<file path="src/oad_pkg.sv">
`timescale 1ns / 1ps
// ----------------------------------------------------------------------------
// oad_pkg
// Shared types and constants for the obstacle avoidance decider.
// ----------------------------------------------------------------------------
package oad_pkg;

  localparam int CFG_INDEX_BITS = 3;
  localparam int CFG_DATA_BITS  = 32;
  localparam int TIME_BITS      = 32;
  localparam int COUNT_BITS     = 8;
  localparam int CFG_DIST_WIDTH = 16;

  typedef enum logic [1:0] {
    DIR_FORWARD = 2'd0,
    DIR_LEFT    = 2'd1,
    DIR_RIGHT   = 2'd2,
    DIR_BACK    = 2'd3
  } dir_t;

  typedef enum logic [2:0] {
    CMD_ESTOP   = 3'd0,
    CMD_FORWARD = 3'd1,
    CMD_LEFT    = 3'd2,
    CMD_RIGHT   = 3'd3,
    CMD_BACK    = 3'd4
  } cmd_t;

  typedef enum logic [CFG_INDEX_BITS-1:0] {
    REG_SAFE_DISTANCE      = 3'd0,
    REG_WARNING_DISTANCE   = 3'd1,
    REG_EMERGENCY_DISTANCE = 3'd2,
    REG_STUCK_WINDOW_MS    = 3'd3,
    REG_STUCK_LIMIT        = 3'd4
  } reg_index_t;

  typedef struct packed {
    logic estop;
    dir_t dir;
  } steer_t;

endpackage

</file>
<file path="src/oad_steer.sv">
`timescale 1ns / 1ps
// ----------------------------------------------------------------------------
// oad_steer
// Emergency check, side scoring and direction choice for one reading.
// ----------------------------------------------------------------------------
module oad_steer
  import oad_pkg::*;
#(
  parameter int DISTANCE_BITS = 16
) (
  input  logic [DISTANCE_BITS-1:0] front_distance,
  input  logic [DISTANCE_BITS-1:0] left_distance,
  input  logic [DISTANCE_BITS-1:0] right_distance,
  input  logic [DISTANCE_BITS-4:0] left_tenth,
  input  logic [DISTANCE_BITS-4:0] right_tenth,
  input  logic [DISTANCE_BITS-1:0] safe_distance,
  input  logic [DISTANCE_BITS-1:0] warning_distance,
  input  logic [DISTANCE_BITS-1:0] emergency_distance,
  output steer_t                   decision
);

  localparam int DB = DISTANCE_BITS;

  // floor(7*r/10) for a remainder r of 0..9
  function automatic logic [2:0] rem_scale(input logic [3:0] r);
    logic [2:0] s;
    unique case (r)
      4'd0, 4'd1: s = 3'd0;
      4'd2:       s = 3'd1;
      4'd3, 4'd4: s = 3'd2;
      4'd5:       s = 3'd3;
      4'd6, 4'd7: s = 3'd4;
      4'd8:       s = 3'd5;
      default:    s = 3'd6;
    endcase
    return s;
  endfunction

  // d*7/10 as 7*q + floor(7*(d - 10*q)/10) when d is below warn, else d itself
  function automatic logic [DB-1:0] score(input logic [DB-1:0] d,
                                          input logic [DB-4:0] q,
                                          input logic [DB-1:0] warn);
    logic [DB-1:0] q_ext;
    logic [DB-1:0] ten_q;
    logic [DB-1:0] seven_q;
    logic [DB-1:0] rem;
    q_ext   = DB'(q);
    ten_q   = (q_ext << 3) + (q_ext << 1);
    seven_q = (q_ext << 3) - q_ext;
    rem     = d - ten_q;
    if (d < warn) begin
      return seven_q + DB'(rem_scale(rem[3:0]));
    end
    return d;
  endfunction

  logic [DB-1:0] half_emergency;
  logic [DB-1:0] left_score;
  logic [DB-1:0] right_score;
  dir_t          dir;

  assign half_emergency = emergency_distance >> 1;
  assign left_score     = score(left_distance, left_tenth, warning_distance);
  assign right_score    = score(right_distance, right_tenth, warning_distance);

  always_comb begin
    if (front_distance > safe_distance) begin
      priority if (left_distance < warning_distance && right_distance > safe_distance) begin
        dir = DIR_RIGHT;
      end else if (right_distance < warning_distance && left_distance > safe_distance) begin
        dir = DIR_LEFT;
      end else begin
        dir = DIR_FORWARD;
      end
    end else begin
      priority if (left_score > right_score && left_score > warning_distance) begin
        dir = DIR_LEFT;
      end else if (right_score > warning_distance) begin
        dir = DIR_RIGHT;
      end else begin
        dir = DIR_BACK;
      end
    end
  end

  assign decision.estop = (front_distance < emergency_distance) ||
                          (left_distance < half_emergency) ||
                          (right_distance < half_emergency);
  assign decision.dir   = dir;

endmodule

</file>
<file path="config.mk">
export PLATFORM = sky130hd
export DESIGN_NAME = oad_steer
export DESIGN_NICKNAME = d
export VERILOG_FILES = /design/src/oad_pkg.sv /design/src/oad_steer.sv
export SDC_FILE = /design/constraint.sdc
export NUM_CORES = 1
export LEC_CHECK = 0
export BUFFER_PORTS_ARGS = -buffer_cell sky130_fd_sc_hd__buf_2
export CAP_MARGIN = 20
export CORE_ASPECT_RATIO = 1.2
export CORE_UTILIZATION = 50
export DETAILED_ROUTE_END_ITERATION = 16
export PLACE_DENSITY = 0.89
export SYNTH_ARGS = -nofsm -noshare
export SYNTH_HDL_FRONTEND = slang
export SYNTH_SLANG_ARGS = --single-unit
</file>
<file path="constraint.sdc">
create_clock -name vclk -period 5.9
set_input_delay 0.885 -clock vclk [all_inputs]
set_output_delay 0.885 -clock vclk [all_outputs]
set_load 0.03 [all_outputs]
</file>
==> results of run 1 <==
## cell families after synthesis
logic type	Yosys count	share of synthesized area, %
and+or+nand+nor	183	15.53
AOI/OAI and AO/OA	227	25.57
xor gates and xnor gates	34	4.948
muxes	26	4.823
adders and majority gates	204	42.66
buffers and inverters	99	6.466
## routing by layer
metal / wire [microns] / global-route usage [%]
met5: 0 / 0
met4: 1630 / 20.71
met3: 1324 / 2.295
met2: 9491 / 55.70
met1: 7554 / 34.27
## area by class of cell
type	instances	area [sq um]
Timing Repair Buffer	190	1175
Fill cell	898	3871
Inverter	93	356.6
Tap cell	157	196.4
Multi-Input combinational cell	674	6022
## per-stage QoR
stage	util, %	hold slack [ps]	cells	power [W]
final	66.69	2459	1114	0.001098
after global routing	66.69	2491	1114	0.001193
after CTS	65.72	2463	1112	0.001010
after detailed placement	62.45	2464	1102	0.0009371
after global placement	62.45	2457	1102	0.0008998
after floorplan	-	2242	773	0.0006385
## where the power goes
part           internal, W  leakage, nW  switching, W
sequential               0            0             0
combinational     0.000517         4.16      0.000581
clock                    0            0             0
## cell usage in the layout, fill, tap and decap left out, drive strengths merged, types with 7 or more instances in the layout
cell type  count
o31ai          7
nor3          20
o21a          17
ha           202
nor2b         15
a21o          40
or3            9
a211oi        12
nand2         30
mux2          21
inv           93
nand3          8
nor2          48
o21ai         45
nand4         28
o211ai         9
buf          190
a21oi         66
xnor2         28
## worst paths after layout
check                     end  slack, ps          startpoint
setup / recovery  decision[0]       -600    left_distance[0]
hold / removal    decision[2]       2460  front_distance[15]
## timing repair
action | CTS | global route
resized for setup | 62 | 22
buffers inserted | 10 | 2
setup endpoints to repair | 2 | 2
pin swaps | 45 | 42
==> flow_summary.toml, run 1 <==
[status]
status = "finished, violations left"
violations = "negative setup slack"

[routing]
drtIter0Drc = 335
viasPerCell = 6.203
vias = 6910
wl_microns = 20000
routedWlPerCell_microns = 17.95
antenna_left = 0
first_pass_iters = 5
drc = 0

[job]
max_cap_violations = 0

[logic_synthesis]
yosys.area.top_type = "ha_1"
netlist_area_sq_mm = 0.006018
synth_top_area_share_pct = 42.00
synth_fp_nets = 1099
yosys_warnings = 0
synthTopCellsByArea = "ha_1, inv_1, a21oi_1"
ys_seq_area_share_pct = 0
synth_cell_type_count = 66
syn_inst = 773
yosys-top-cells-count = "ha_1, inv_1, a21oi_1"
avgSynthCellArea_sq_um = 7.786
synth_most_common_cell = "ha_1"

[die]
die_area_sq_mm = 0.01248
io_pins = 125
die_y_microns = 122.2
fp.dieW_microns = 102.2
fp-row-count = 43
core-area_sq_mm = 0.01162
initial_utilization_pct = 51.79

[timing]
finalSetupViolations = 2
period_minus_slack_ps = 6504
fmax_ghz = 0.1537
period_share_pct = 110.2
setup_slack_ps = -604.4
setup_tns_ps = -1051
slew_viol_final = 0
rsz0062_at_grt = "true"
finalHoldViolCount = 0
tightestPinTransition_ps = 519.0
max_slew_margin_pct = 64.95

[finish]
nClkBuffers = 0
diodes = 0
finalNetCount = 1285
seq_area_sq_um = 0
drive_above_1_share_pct = 29.05
nFlopsAndLatches = 0
area_delta_synth_final_pct = 28.77
design_area_sq_mm = 0.007750

[power]
powerDensity_mw_per_mm2 = 141.7
ir_drop_mv = 0.1255
total_leakage_power_nw = 4.161

[place]
dpl_cell_area_sq_mm = 0.007257
port_buffers = 125
dp_slack_ps = -633.5
dpl.hpwl_microns = 15840
gp_congestion = 0.9327

[hold_path]
hold_path_depth = 5
hold_path.class = "in -> out"

[critical_path]
arrival_ps = 5620
critPathBufInv = 5
crit_fanout = 5
critPathTopFamily = "compound AO/OA/AOI/OAI gates"
cp_num_cells = 25
cp_slowest_cell = "mux2_1"
criticalPathCategory = "in -> out"
required_ps = 5020
cp-start-kind = "primary input"
worstSetupEndpointType = "primary output"
cpPeakStageDelay_ps = 350

[global_routing]
grt_pass1_vias = 7009
overflow = 0
antenna_found_initial = 0
grt_max_degree = 25
grt_use_total_pct = 30.94
grt_pass1_wl_microns = 30770

[clock_network]
ctsHoldBuffers = 0
(Power assumes the default switching activity.)
==> inputs of run 2 (changes only) <==
--- a/config.mk
+++ b/config.mk
@@ -11,6 +11,7 @@
 export CORE_UTILIZATION = 50
 export DETAILED_ROUTE_END_ITERATION = 16
 export PLACE_DENSITY = 0.89
+export RECOVER_POWER = 50
 export SYNTH_ARGS = -nofsm -noshare
 export SYNTH_HDL_FRONTEND = slang
 export SYNTH_SLANG_ARGS = --single-unit
==> run 2 against run 1 <==
Against the previous run: the flow still finishes with violations (negative setup slack); power hardly changed; non-clock buffer count stayed put; combinational power hardly changed; utilization hardly changed; design area hardly changed; first-iteration DRC count stayed put; largest power group unchanged.
==> flow_summary.toml, run 2 (synthesis gave the netlist of run 1 again) <==
[finish]
layout_commonest_cell = "ha_1"
drive_above_1_share_pct = 28.94
final_cells = 1114
diodes = 0
mostFrequentLayoutCells = "ha_1, buf_2, inv_1, buf_4, a21oi_1"
seq_area_sq_um = 0
nFlopsAndLatches = 0
area_delta_synth_final_pct = 28.75
nClkBuffers = 0
design_area_sq_mm = 0.007749
finalNetCount = 1285

[global_routing]
grt_pass1_wl_microns = 30770
grt_max_degree = 25
grt_pass1_vias = 7009
overflow = 0
antenna_found_initial = 0
grt_use_total_pct = 30.94

[critical_path]
arrival_ps = 5620
required_ps = 5020
crit_fanout = 5
worstSetupEndpointType = "primary output"
criticalPathCategory = "in -> out"
cp-start-kind = "primary input"

[power]
pwr-share-comb_pct = 100.0
netSwitchingFraction_pct = 52.96
ir_drop_mv = 0.1255
pwr-share-seq_pct = 0
p_sw_w = 0.0005815
total_leakage_power_nw = 4.159
internal-power_w = 0.0005165
p_clk_share_pct = 0
powerDensity_mw_per_mm2 = 141.7

[clock_network]
ctsHoldBuffers = 0

[routing]
first_pass_iters = 5
wl_microns = 20000
viasPerCell = 6.203
drtIter0Drc = 335
vias = 6910
antenna_left = 0
drc = 0
routedWlPerCell_microns = 17.95

[status]
violations = "negative setup slack"
status = "finished, violations left"

[timing]
slew_viol_final = 0
setup_slack_ps = -604.4
tightestPinTransition_ps = 519.0
rsz0062_at_grt = "true"
finalSetupViolations = 2
period_minus_slack_ps = 6504
max_slew_margin_pct = 64.95
period_share_pct = 110.2
finalHoldViolCount = 0
fmax_ghz = 0.1537

[place]
dpl.hpwl_microns = 15840
dpl.cell_count = 1102
port_buffers = 125
dpl_cell_area_sq_mm = 0.007257
gp_congestion = 0.9327

[hold_path]
min_to = "decision[2]"
hold_path.class = "in -> out"
hold_path_depth = 5
worstHoldStart = "front_distance[15]"

[die]
initial_utilization_pct = 51.79
io_pins = 125
fp-row-count = 43
die_y_microns = 122.2
fp.dieW_microns = 102.2
die_area_sq_mm = 0.01248
core-area_sq_mm = 0.01162

[job]
max_cap_violations = 0
-- run 2: critical path: stages --
cell	delay, ps
buf_2	110
inv_2	90
ha_4	230
xnor2_4	150
a21oi_2	170
a211oi_2	60
a311o_1	290
and2_4	180
ha_4	210
nor2b_4	120
o31a_1	310
buf_4	160
o21a_1	160
nor2_1	120
xnor2_1	110
mux2_1	350
buf_4	150
ha_1	330
a21oi_2	210
o21ai_0	170
o21ai_0	240
o211ai_1	130
a31o_2	300
o221a_4	240
buf_6	130
-- run 2: worst max-delay path by stage --
stage	start	depth (start not counted)	slack, ps	end
floorplan	left_distance[0]	22	8	decision[0]
detailed placement	left_distance[2]	27	-630	decision[0]
finish	left_distance[0]	25	-600	decision[0]
CTS	right_distance[2]	24	-410	decision[0]
global route	right_distance[1]	26	-710	decision[0]
global placement	right_distance[2]	25	-540	decision[0]
-- run 2: what timing repair did --
action	4_1_cts	5_1_grt
endpoints found under the setup margin	2	2
gates resized for setup	62	22
pin swaps	45	42
setup buffers	10	2
gates cloned	0	0
-- run 2: stage by stage --
step                setup slack (ps)   power, W  hold slack [ps]  setup TNS, ps  utilization (%)
floorplan                      7.619  0.0006385             2242              0                -
global placement              -535.4  0.0008998             2457         -924.2            62.45
detailed placement            -633.5  0.0009371             2464          -1146            62.45
CTS                           -406.5   0.001010             2463         -627.4            65.72
global route                  -709.3   0.001192             2527          -1334            66.68
finish                        -604.4   0.001098             2494          -1051            66.68
-- run 2: power by group through the flow --
stage / sequential, W / combinational, W / clock [W]
floorplan: 0 / 0.000639 / 0
global route: 0 / 0.00119 / 0
finish: 0 / 0.00110 / 0
global placement: 0 / 0.000900 / 0
detailed placement: 0 / 0.000937 / 0
CTS: 0 / 0.00101 / 0
-- run 2: area by class of cell --
cell class         count  area, sq um
fillers              899         3872
inverters             93        356.6
multi-input cells    674         6022
well taps            157        196.4
repair buffers       190         1174
-- run 2: per-layer routing --
metal  share of wire (%)  global-route usage (%)  routed length (microns)
met5                   0                       0                        0
met2                  47                   55.70                     9491
met1                  38                   34.27                     7553
met3                 6.6                   2.295                     1323
met4                 8.2                   20.71                     1630
